==> src/hdl/sfd_pkg.sv <==
// Shared types and event codes for the sync/length frame deframer.
package sfd_pkg;

    // Event codes carried in event_kind
    localparam logic [1:0] EV_PAYLOAD  = 2'd0;
    localparam logic [1:0] EV_COMPLETE = 2'd1;
    localparam logic [1:0] EV_BAD_LEN  = 2'd2;

    // Sync byte that opens every frame
    localparam logic [7:0] SYNC_BYTE = 8'h00;

    // One result item
    typedef struct packed {
        logic [1:0]  event_kind;
        logic [7:0]  payload_byte;
        logic [15:0] byte_index;
        logic        last_payload;
        logic [15:0] frame_length;
        logic [15:0] received_crc;
    } sfd_result_t;

    // Result plus its valid flag, from parser to output stage
    typedef struct packed {
        logic        valid;
        sfd_result_t data;
    } sfd_result_bus_t;

endpackage

==> src/hdl/sync_length_frame_deframer_unit.sv <==
// Top level of the sync/length/inverted-length frame deframer.
//
//  Channel | Direction | Handshake          | Payload
//  --------+-----------+--------------------+-----------------------------------------
//  s_      | in        | s_valid / s_ready  | s_rx_byte
//  m_      | out       | m_valid / m_ready  | m_event_kind, m_payload_byte,
//          |           |                    | m_byte_index, m_last_payload,
//          |           |                    | m_frame_length, m_received_crc
//
// One byte is accepted per cycle while s_ready is high; the byte passes through the input
// register and the parser logic, and any result it yields is held in the result register.
// Synchronous active-low reset returns the parser to sync hunting and empties both registers.
// A waiting result stalls the parser: the input register takes at most one more byte,
// then s_ready stays low until m_ready frees the result register.
module sync_length_frame_deframer_unit #(
    parameter int LENGTH_BITS = 16
) (
    input  logic        aclk,
    input  logic        aresetn,
    input  logic        s_valid,
    output logic        s_ready,
    input  logic [7:0]  s_rx_byte,
    output logic        m_valid,
    input  logic        m_ready,
    output logic [1:0]  m_event_kind,
    output logic [7:0]  m_payload_byte,
    output logic [15:0] m_byte_index,
    output logic        m_last_payload,
    output logic [15:0] m_frame_length,
    output logic [15:0] m_received_crc
);

    logic                     advance;
    logic                     in_valid;
    logic [7:0]               in_byte;
    sfd_pkg::sfd_result_bus_t result;
    sfd_pkg::sfd_result_t     m_data;

    sfd_in_stage u_in_stage (
        .aclk      (aclk),
        .aresetn   (aresetn),
        .s_valid   (s_valid),
        .s_ready   (s_ready),
        .s_rx_byte (s_rx_byte),
        .advance   (advance),
        .in_valid  (in_valid),
        .in_byte   (in_byte)
    );

    sfd_parser #(
        .LENGTH_BITS (LENGTH_BITS)
    ) u_parser (
        .aclk    (aclk),
        .aresetn (aresetn),
        .step    (in_valid && advance),
        .in_byte (in_byte),
        .result  (result)
    );

    sfd_out_stage u_out_stage (
        .aclk    (aclk),
        .aresetn (aresetn),
        .result  (result),
        .advance (advance),
        .m_valid (m_valid),
        .m_ready (m_ready),
        .m_data  (m_data)
    );

    // Spread the result onto its ports
    assign m_event_kind   = m_data.event_kind;
    assign m_payload_byte = m_data.payload_byte;
    assign m_byte_index   = m_data.byte_index;
    assign m_last_payload = m_data.last_payload;
    assign m_frame_length = m_data.frame_length;
    assign m_received_crc = m_data.received_crc;

endmodule

==> src/hdl/sfd_in_stage.sv <==
// Input register stage: holds one received byte until the parser consumes it.
module sfd_in_stage (
    input  logic       aclk,
    input  logic       aresetn,
    input  logic       s_valid,
    output logic       s_ready,
    input  logic [7:0] s_rx_byte,
    input  logic       advance,
    output logic       in_valid,
    output logic [7:0] in_byte
);

    logic       valid_reg;
    logic       valid_next;
    logic [7:0] byte_reg;

    // Take a new item when empty or when the held one moves on this cycle
    assign s_ready = !valid_reg || advance;

    always_comb begin
        valid_next = valid_reg;
        if (s_ready) begin
            valid_next = s_valid;
        end
    end

    always_ff @(posedge aclk) begin
        if (!aresetn) begin
            valid_reg <= 1'b0;
        end else begin
            valid_reg <= valid_next;
        end
    end

    // Capture payload on accept
    always_ff @(posedge aclk) begin
        if (s_valid && s_ready) begin
            byte_reg <= s_rx_byte;
        end
    end

    assign in_valid = valid_reg;
    assign in_byte  = byte_reg;

endmodule

==> src/hdl/sfd_parser.sv <==
// Frame parser: sync hunt, header check, payload indexing and CRC capture.
module sfd_parser #(
    parameter int LENGTH_BITS = 16
) (
    input  logic                    aclk,
    input  logic                    aresetn,
    input  logic                    step,
    input  logic [7:0]              in_byte,
    output sfd_pkg::sfd_result_bus_t result
);

    localparam logic [2:0] ST_HUNT   = 3'd0;
    localparam logic [2:0] ST_LEN_LO = 3'd1;
    localparam logic [2:0] ST_LEN_HI = 3'd2;
    localparam logic [2:0] ST_CHK_LO = 3'd3;
    localparam logic [2:0] ST_CHK_HI = 3'd4;
    localparam logic [2:0] ST_DATA   = 3'd5;

    localparam logic [15:0] LEN_MASK = 16'((32'd1 << LENGTH_BITS) - 1);
    localparam logic [LENGTH_BITS-1:0] COUNT_ONE = LENGTH_BITS'(1);

    logic [2:0]             state_reg;
    logic [2:0]             state_next;
    logic [15:0]            len_reg;
    logic [15:0]            len_next;
    logic [7:0]             chk_low_reg;
    logic [7:0]             chk_low_next;
    logic [LENGTH_BITS-1:0] count_reg;
    logic [LENGTH_BITS-1:0] count_next;
    logic                   crc_have_reg;
    logic                   crc_have_next;
    logic [7:0]             crc_low_reg;
    logic [7:0]             crc_low_next;

    logic [15:0]            check_word;
    logic                   header_ok;
    logic [15:0]            count_ext;
    logic [15:0]            count_inc;

    assign check_word = {in_byte, chk_low_reg};
    assign header_ok  = (len_reg == ~check_word) && ((len_reg & ~LEN_MASK) == 16'h0000);
    assign count_ext  = 16'(count_reg);
    assign count_inc  = 16'(count_ext + 16'd1);

    // Decode one byte and pick the next state and result
    always_comb begin
        state_next    = state_reg;
        len_next      = len_reg;
        chk_low_next  = chk_low_reg;
        count_next    = count_reg;
        crc_have_next = crc_have_reg;
        crc_low_next  = crc_low_reg;
        result        = '0;
        if (step) begin
            case (state_reg)
                ST_HUNT: begin
                    if (in_byte == sfd_pkg::SYNC_BYTE) begin
                        state_next = ST_LEN_LO;
                    end
                end
                ST_LEN_LO: begin
                    len_next   = {8'h00, in_byte};
                    state_next = ST_LEN_HI;
                end
                ST_LEN_HI: begin
                    len_next   = {in_byte, len_reg[7:0]};
                    state_next = ST_CHK_LO;
                end
                ST_CHK_LO: begin
                    chk_low_next = in_byte;
                    state_next   = ST_CHK_HI;
                end
                ST_CHK_HI: begin
                    if (header_ok) begin
                        state_next = ST_DATA;
                    end else begin
                        result.valid             = 1'b1;
                        result.data.event_kind   = sfd_pkg::EV_BAD_LEN;
                        result.data.frame_length = len_reg;
                        state_next               = ST_HUNT;
                        count_next               = '0;
                        crc_have_next            = 1'b0;
                    end
                end
                ST_DATA: begin
                    if (count_ext < len_reg) begin
                        // Pass a payload byte with its index
                        result.valid             = 1'b1;
                        result.data.event_kind   = sfd_pkg::EV_PAYLOAD;
                        result.data.payload_byte = in_byte;
                        result.data.byte_index   = count_ext;
                        result.data.last_payload = (count_inc == len_reg);
                        result.data.frame_length = len_reg;
                        count_next               = count_reg + COUNT_ONE;
                    end else if (!crc_have_reg) begin
                        crc_low_next  = in_byte;
                        crc_have_next = 1'b1;
                    end else begin
                        // Close the frame with the received CRC
                        result.valid             = 1'b1;
                        result.data.event_kind   = sfd_pkg::EV_COMPLETE;
                        result.data.frame_length = len_reg;
                        result.data.received_crc = {in_byte, crc_low_reg};
                        state_next               = ST_HUNT;
                        count_next               = '0;
                        crc_have_next            = 1'b0;
                    end
                end
                default: begin
                    state_next    = ST_HUNT;
                    count_next    = '0;
                    crc_have_next = 1'b0;
                end
            endcase
        end
    end

    // Control state
    always_ff @(posedge aclk) begin
        if (!aresetn) begin
            state_reg    <= ST_HUNT;
            count_reg    <= '0;
            crc_have_reg <= 1'b0;
        end else begin
            state_reg    <= state_next;
            count_reg    <= count_next;
            crc_have_reg <= crc_have_next;
        end
    end

    // Header and CRC byte holders
    always_ff @(posedge aclk) begin
        len_reg     <= len_next;
        chk_low_reg <= chk_low_next;
        crc_low_reg <= crc_low_next;
    end

    // Payload index always lies inside the frame
    assert property (@(posedge aclk) disable iff (!aresetn)
        (result.valid && result.data.event_kind == sfd_pkg::EV_PAYLOAD)
        |-> (result.data.byte_index < result.data.frame_length))
        else $error("payload index beyond frame length");

    // Last flag marks exactly the final payload byte
    assert property (@(posedge aclk) disable iff (!aresetn)
        (result.valid && result.data.last_payload)
        |-> (16'(result.data.byte_index + 16'd1) == result.data.frame_length))
        else $error("last flag on wrong payload byte");

    // A bad header or a finished frame sends the parser back to hunting
    assert property (@(posedge aclk) disable iff (!aresetn)
        (result.valid && (result.data.event_kind == sfd_pkg::EV_BAD_LEN ||
                          result.data.event_kind == sfd_pkg::EV_COMPLETE))
        |=> (state_reg == ST_HUNT && count_reg == '0 && !crc_have_reg))
        else $error("parser not back in hunt after frame end");

    // Payload count never runs past the accepted length
    assert property (@(posedge aclk) disable iff (!aresetn)
        (state_reg == ST_DATA) |-> (count_ext <= len_reg))
        else $error("payload count past frame length");

endmodule

==> src/hdl/sfd_out_stage.sv <==
// Output register stage: holds one result item until the consumer takes it.
module sfd_out_stage (
    input  logic                     aclk,
    input  logic                     aresetn,
    input  sfd_pkg::sfd_result_bus_t result,
    output logic                     advance,
    output logic                     m_valid,
    input  logic                     m_ready,
    output sfd_pkg::sfd_result_t     m_data
);

    logic                 valid_reg;
    logic                 valid_next;
    sfd_pkg::sfd_result_t data_reg;

    // Move on when empty or when the held item is taken
    assign advance = !valid_reg || m_ready;

    always_comb begin
        valid_next = valid_reg;
        if (advance) begin
            valid_next = result.valid;
        end
    end

    always_ff @(posedge aclk) begin
        if (!aresetn) begin
            valid_reg <= 1'b0;
        end else begin
            valid_reg <= valid_next;
        end
    end

    // Load a new result
    always_ff @(posedge aclk) begin
        if (advance && result.valid) begin
            data_reg <= result.data;
        end
    end

    assign m_valid = valid_reg;
    assign m_data  = data_reg;

endmodule

==> config.mk <==
export PLATFORM = sky130hd
export DESIGN_NAME = sync_length_frame_deframer_unit
export DESIGN_NICKNAME = d
export VERILOG_FILES = /design/src/hdl/sfd_pkg.sv /design/src/hdl/sync_length_frame_deframer_unit.sv /design/src/hdl/sfd_in_stage.sv /design/src/hdl/sfd_parser.sv /design/src/hdl/sfd_out_stage.sv
export SDC_FILE = /design/constraint.sdc
export NUM_CORES = 1
export LEC_CHECK = 0
export BUFFER_PORTS_ARGS = -buffer_cell sky130_fd_sc_hd__buf_2
export CAP_MARGIN = 5
export CORE_MARGIN = 4
export CORE_UTILIZATION = 50
export CTS_CLUSTER_DIAMETER = 30
export DETAILED_ROUTE_END_ITERATION = 6
export PLACE_DENSITY_LB_ADDON = 0.1
export SLEW_MARGIN = 20
export SYNTH_ARGS = -nofsm -noshare
export SYNTH_HDL_FRONTEND = slang
export SYNTH_HIERARCHICAL = 1
export SYNTH_SLANG_ARGS = --single-unit
==> constraint.sdc <==
create_clock -name aclk -period 7.95 [get_ports aclk]
set_clock_uncertainty 0.05 [all_clocks]
set_input_delay 0.795 -clock aclk [delete_from_list [all_inputs] [get_ports aclk]]
set_output_delay 0.795 -clock aclk [all_outputs]
set_load 0.05 [all_outputs]
==> flow_metrics.env, run 1 <==
export IMPL_setup_violations=0
export IMPL_drt_total_wl_microns=13200
export IMPL_die_area_sq_um=13700
export IMPL_overflow=0
export IMPL_drive_above_1_share_pct=21.2
export IMPL_crit_fanout=59
export IMPL_yosys_area_top_type_share_pct=49.9
export IMPL_ys_ff_latch=121
export IMPL_power_leakage_nw=2.32
export IMPL_rows=39
export IMPL_syn_area_per_cell_sq_um=11.8
export IMPL_preCtsSetupSlack_ps=3990
export IMPL_cts_buffers_inserted=17
export IMPL_largest_register_ffs=59
export IMPL_grt_max_degree=60
export IMPL_clock_latency_ps=420
export IMPL_htree_levels=4
export IMPL_synthTopCellsByCount="99 x edfxtp_1, 62 x and2_1, 35 x xnor2_1"
export IMPL_critical_path_class="reg2reg"
export IMPL_synth_area_top_cells="edfxtp_1 50%, dfxtp_1 7.4%, and2_1 6.5%, xnor2_1 5.1%, ha_1 3.6%"
export IMPL_cts_resized=0
export IMPL_initial_core_util_pct=51.7
export IMPL_tritoncts="done"
export IMPL_die_height_microns=117
export IMPL_layout_nets=602
export IMPL_fin_hold_ws_ps=455
export IMPL_clk_path_buf_depth=2
export IMPL_grt_pass1_wl_microns=21000
export IMPL_io_pins=73
export IMPL_grt_pass1_vias=3973
export IMPL_die_x_microns=117
export IMPL_yosysSeqAreaShare_pct=57.3
export IMPL_yosys_cell_types_count=61
export IMPL_cts_sinks=121
export IMPL_fin_ws_ps=4330
export IMPL_core_area_sq_um=11500
export IMPL_wl_per_cell_microns=18.1
export IMPL_p_per_area_nw_per_um2=214
export IMPL_slew_violations=0
export IMPL_ir_worst_vdd_mv=0.136
export IMPL_rsz0062_at_grt="no"
export IMPL_fin_crit_sh_pct=45.6
export IMPL_fin_crit_ps=3620
export IMPL_utilization_pct=60.9
export IMPL_vias=4056
export IMPL_synth_most_common_cell="edfxtp_1"
export IMPL_async_reset_ff_share_pct=0
export IMPL_critical_path_buf_inv_count=1
export IMPL_root_buffer="clkbuf_16"
export IMPL_syn_nets=535
export IMPL_avgViaCountPerCell=5.56
export IMPL_hold_path_class="reg2reg"
export IMPL_area_growth_pct=17.8
export IMPL_cp_required_ps=7940
export IMPL_synth_area_leader_cell="edfxtp_1"
export IMPL_worst_slew_pin_slew_ps=1040
export IMPL_max_freq_mhz=276
export IMPL_hpwl_microns=8630
export IMPL_cp_end_kind="register"
export IMPL_cts_hold_buf=0
export IMPL_syn_area_sq_um=5950
export IMPL_drtAntennaViolNets=0
export IMPL_post_cts_buffers=0
export IMPL_first_pass_iters=4
export IMPL_synthCells=506
export IMPL_outcome="finished, final reports clean"
export IMPL_critPathTopFamily="compound AO/OA/AOI/OAI gates"
export IMPL_report_final_hold_viol_count=0
export IMPL_drc=0
export IMPL_drt_iter0_markers=221
export IMPL_grtUsageTotal_pct=20.5
export IMPL_synth_edf_count=99
export IMPL_antenna_cells=0
export IMPL_cp_slowest_cell="and2_4"
export IMPL_synth_warnings=6
export IMPL_slowest_delay_ps=770
export IMPL_drv_cap=0
export IMPL_crit_chain="inv_1 > ha_1 > and4_4 > a31o_1 > a221oi_2 > a31oi_1 > o21bai_2 > and2_4"
export IMPL_clkSlewWorstSetupHoldPaths_ps=60
export IMPL_slew_headroom_pct=30.1
export IMPL_arrival_ps=3610
export IMPL_routabilityCongestion=0.880
export IMPL_dp_cells=697
export IMPL_synth_ff_type="edfxtp_1"
export IMPL_crit_path_start_kind="register"
export IMPL_antenna_found_initial=0
export IMPL_fin_setup_tns_ps=0
export IMPL_io_buffers=72
export IMPL_instances_no_fill=729
-- stage by stage --
step | area, sq um | power [mW]
floorplan | 5950 | 0.711
global placement | 6390 | 0.722
detailed placement | 6390 | 0.722
CTS | 7010 | 1.51
global route | 7010 | 1.54
finish | 7010 | 1.50
-- power by group --
part / leakage (nW) / switching, mW / internal (mW) / total [mW]
combinational: 1.06 / 0.00803 / 0.00700 / 0.0150
sequential: 0.970 / 0.00972 / 0.684 / 0.694
clock: 0.291 / 0.287 / 0.504 / 0.792
total: 2.32 / 0.305 / 1.20 / 1.50
-- layout by cell type, fill, tap and decap left out, drive strengths merged, types with 4 or more instances in the layout --
| master | n |
|---|---|
| nand4b | 5 |
| nand4 | 7 |
| a21boi | 4 |
| ha | 17 |
| buf | 76 |
| nor2b | 14 |
| nand2 | 32 |
| a31oi | 6 |
| clkbuf | 19 |
| and2 | 65 |
| edfxtp | 99 |
| dfxtp | 22 |
| inv | 23 |
| xnor2 | 35 |
| nor3b | 4 |
| a22oi | 7 |
| nor2 | 19 |
| o22ai | 7 |
| clkinv | 4 |
| nor4 | 11 |
| o21ai | 11 |
| nand3 | 12 |
| o211ai | 5 |
| xor2 | 5 |
| nor3 | 9 |
| and3 | 12 |
| a21oi | 13 |
| and4 | 4 |
-- worst paths after layout --
path	cells past startpoint	from	slack, ps	to
max	8	u_parser/len_reg[12]	4330	u_out_stage/m_data[47]
min	2	u_in_stage/in_valid	450	u_in_stage/in_valid
max reg2reg	8	u_parser/len_reg[12]	4330	u_out_stage/m_data[47]
min reg2reg	2	u_in_stage/in_valid	450	u_in_stage/in_valid
-- cells by family (layout without fill, tap and decap cells) --
logic type,Yosys count,count (layout),synth area share [%]
AO/OA/AOI/OAI,75,75,8.95
XOR/XNOR,40,40,5.88
adder cells (fa/ha/maj),17,17,3.57
buffers and inverters,48,128,3.42
flip-flops,121,121,57.3
multiplexers,1,1,0.168
AND/OR/NAND/NOR,204,204,20.7
-- routing by layer --
metal,part of all wire [%],routed length (microns),global-route usage (%),up-vias
met5,0,0,0,-
met4,1.9,244,8.03,0
met3,4.7,617,4.68,18
met2,46,6070,31.3,121
met1,47,6240,28.6,1945
li1,-,-,-,1972
-- tightest hold or removal path, stage by stage (launching register included) --
cell and delay (ps):
dfxtp_1 330, nand2b_4 80, a21boi_2 50
-- area by class of cell --
class	instances	area [sq um]
fillers	967	4500
well taps	143	179
inverters	20	75.1
flip-flops and latches	121	3410
clock buffers	19	443
repair buffers	76	390
multi-input cells	337	2340
clock inverters	13	170
Note: power is estimated with default switching activity, not from simulation.
==> run 2, diff against run 1 <==
--- a/config.mk
+++ b/config.mk
@@ -5,6 +5,7 @@
 export SDC_FILE = /design/constraint.sdc
 export NUM_CORES = 1
 export LEC_CHECK = 0
+export ABC_AREA = 1
 export BUFFER_PORTS_ARGS = -buffer_cell sky130_fd_sc_hd__buf_2
 export CAP_MARGIN = 5
 export CORE_MARGIN = 4
==> constraint.sdc (replaced) <==
create_clock -name aclk -period 3.38 [get_ports aclk]
set_clock_uncertainty 0.05 [all_clocks]
set_input_delay 0.338 -clock aclk [delete_from_list [all_inputs] [get_ports aclk]]
set_output_delay 0.338 -clock aclk [all_outputs]
set_load 0.05 [all_outputs]
==> run 2 against run 1 <==
Final cell count up 20%. Via count up 14%. Largest power group unchanged. Critical path type unchanged. Critical path depth up 6. First-iteration DRC count up 120%. Highest routed layer unchanged.
==> flow_metrics.env, run 2 <==
export IMPL_antenna_cells=0
export IMPL_drive_above_1_share_pct=21.0
export IMPL_async_reset_ff_share_pct=0
export IMPL_htree_levels=4
export IMPL_final_cell_mix="121 x nand2_1, 116 x nor2_1, 99 x edfxtp_1"
export IMPL_drt_total_wl_microns=14900
export IMPL_core_area_sq_um=11500
export IMPL_slew_violations=0
export IMPL_r2r_cells=14
export IMPL_synthCells=639
export IMPL_io_pins=73
export IMPL_yosysSeqAreaShare_pct=57.3
export IMPL_root_buffer="clkbuf_16"
export IMPL_rows=39
export IMPL_drtAntennaViolNets=0
export IMPL_arrival_ps=2880
export IMPL_overflow=0
export IMPL_hold_path_class="in2reg"
export IMPL_drc=0
export IMPL_syn_area_per_cell_sq_um=9.32
export IMPL_crit_fanout=59
export IMPL_crit_chain="inv_1 > ha_1 > nand2_1 > nand2_1 > nand2_1 > a21oi_1 > nor2_4 > nand2_4 > inv_2 > o21ai_4 > nand2_1 > inv_1 > a21oi_4 > buf_12"
export IMPL_avgViaCountPerCell=5.29
export IMPL_clock_latency_ps=420
export IMPL_fin_crit_sh_pct=84.1
export IMPL_initial_core_util_pct=51.7
export IMPL_worstHoldPathCells=1
export IMPL_utilization_pct=61.7
export IMPL_grt_pass1_vias=4574
export IMPL_cp_required_ps=3420
export IMPL_ys_ff_latch=121
export IMPL_clkSlewWorstSetupHoldPaths_ps=50
export IMPL_yosys_area_top_type_share_pct=49.9
export IMPL_io_buffers=72
export IMPL_instances_no_fill=877
export IMPL_cp_slowest_cell="edfxtp_1"
export IMPL_r2r_start="u_parser/len_reg[9]"
export IMPL_area_growth_pct=19.4
export IMPL_grtUsageTotal_pct=23.5
export IMPL_layout_nets=750
export IMPL_grt_pass1_wl_microns=23700
export IMPL_vias=4642
export IMPL_routabilityCongestion=0.937
export IMPL_report_final_hold_viol_count=0
export IMPL_syn_area_sq_um=5950
export IMPL_grt_max_degree=60
export IMPL_slowest_delay_ps=450
export IMPL_cts_buffers_inserted=17
export IMPL_power_leakage_nw=2.95
export IMPL_tritoncts="done"
export IMPL_power_mw=3.59
export IMPL_synth_ff_type="edfxtp_1"
export IMPL_synth_area_leader_cell="edfxtp_1"
export IMPL_die_height_microns=117
export IMPL_cts_hold_buf=0
export IMPL_placedInstanceArea_sq_um=6480
export IMPL_fin_hold_ws_ps=45.9
export IMPL_largest_register_ffs=59
export IMPL_fin_area_sq_um=7110
export IMPL_clk_path_buf_depth=2
export IMPL_setup_violations=0
export IMPL_critPathTopFamily="simple AND/OR/NAND/NOR gates"
export IMPL_first_pass_iters=5
export IMPL_holdPathEnd="u_in_stage/in_byte[7]"
export IMPL_die_x_microns=117
export IMPL_yosys_cell_types_count=33
export IMPL_dp_cells=845
export IMPL_wl_per_cell_microns=17.0
export IMPL_drt_iter0_markers=497
export IMPL_critical_path_buf_inv_count=4
export IMPL_synth_most_common_cell="nand2_1"
export IMPL_layout_commonest_cell="nand2_1"
export IMPL_hpwl_microns=10500
export IMPL_cts_sinks=121
export IMPL_drv_cap=0
export IMPL_outcome="finished, final reports clean"
export IMPL_crit_path_frequent_cell="nand2_1"
export IMPL_rsz0062_at_grt="no"
export IMPL_regArea_sq_um=3410
export IMPL_slew_headroom_pct=42.7
export IMPL_rr_endpoint="u_out_stage/m_data[1]"
export IMPL_synth_edf_count=99
export IMPL_syn_nets=668
export IMPL_fin_ws_ps=538
export IMPL_worst_slew_pin_slew_ps=859
export IMPL_fin_setup_tns_ps=0
export IMPL_synth_warnings=6
export IMPL_die_area_sq_um=13700
export IMPL_cp_end_kind="register"
export IMPL_fillers=967
export IMPL_crit_path_start_kind="register"
export IMPL_synthTopCellsByCount="121 x nand2_1, 116 x nor2_1, 99 x edfxtp_1"
export IMPL_critical_path_class="reg2reg"
export IMPL_fin_crit_ps=2840
export IMPL_synth_area_top_cells="edfxtp_1 50%, nand2_1 7.6%, dfxtp_1 7.4%, nor2_1 7.3%, inv_1 4.5%"
export IMPL_ir_worst_vdd_mv=0.331
export IMPL_preCtsSetupSlack_ps=563
export IMPL_p_per_area_nw_per_um2=505
export IMPL_max_freq_mhz=352
export IMPL_rrSetupSlack_ps=540
export IMPL_min_delay_start="s_rx_byte[7]"
export IMPL_multi_input_area_sq_um=2150
export IMPL_cts_resized=0
export IMPL_antenna_found_initial=0
export IMPL_post_cts_buffers=0
[run 2: changes by cell type after synthesis, moves of 9 or more]
cell,change
inv_2,+15
nor2b_1,-14
nor3_1,+15
nor2_1,+98
inv_1,+51
and3_1,-12
nand2_1,+89
nor4_1,-9
nand3_1,+25
and2_1,-62
xnor2_1,-26
a21oi_1,+13
nand4_1,+15
[run 2: cells by family (layout without fill, tap and decap cells)]
kind of cell               count (synthesis)  count (layout)  share of synthesized area [%]
adders and majority gates                 17              17                           3.57
and+or+nand+nor                          345             345                           26.3
xor gates and xnor gates                  13              13                           2.14
AOI/OAI and AO/OA                         42              42                           3.93
buffers and inverters                    101             196                           6.70
DFF                                      121             121                           57.3
[run 2: metal layers]
metal / track usage, % / vias to the layer above / wire, microns
met5: 0 / - / 0
met4: 8.87 / 0 / 274
met3: 5.30 / 25 / 886
met2: 36.5 / 174 / 6920
met1: 32.4 / 2167 / 6800
li1: - / 2276 / -
[run 2: cell type report]
type                    instances  area share, %
flip-flops and latches        121           48.0
multi-input cells             417           30.3
clock buffers                  17           5.98
repair buffers                 78           5.88
inverters                      86           4.54
clock inverters                15           2.80
well taps                     143           2.52
[run 2: report_power, final]
part / switching [mW] / internal (mW)
combinational: 0.0450 / 0.0182
sequential: 0.0148 / 1.61
clock: 0.671 / 1.23
[run 2: worst max-delay path by stage]
stage,startpoint,endpoint,slack (ps),depth (start not counted)
4_1_cts,u_parser/len_reg[9],u_out_stage/m_data[33],550,14
6_report,u_parser/len_reg[9],u_out_stage/m_data[1],540,14
3_3_place_gp,u_parser/len_reg[9],u_out_stage/m_data[34],660,14
3_5_place_dp,u_parser/len_reg[9],u_out_stage/m_data[33],560,14
2_1_floorplan,u_parser/len_reg[5],u_out_stage/m_data[0],220,14
5_1_grt,u_parser/len_reg[9],u_out_stage/m_data[19],320,14
[run 2: worst reg2reg max path, stage by stage (launching register included)]
cell	delay (ps)
edfxtp_1	450
inv_1	140
ha_1	250
nand2_1	70
nand2_1	50
nand2_1	60
a21oi_1	90
nor2_4	350
nand2_4	210
inv_2	110
o21ai_4	50
nand2_1	70
inv_1	80
a21oi_4	140
buf_12	310
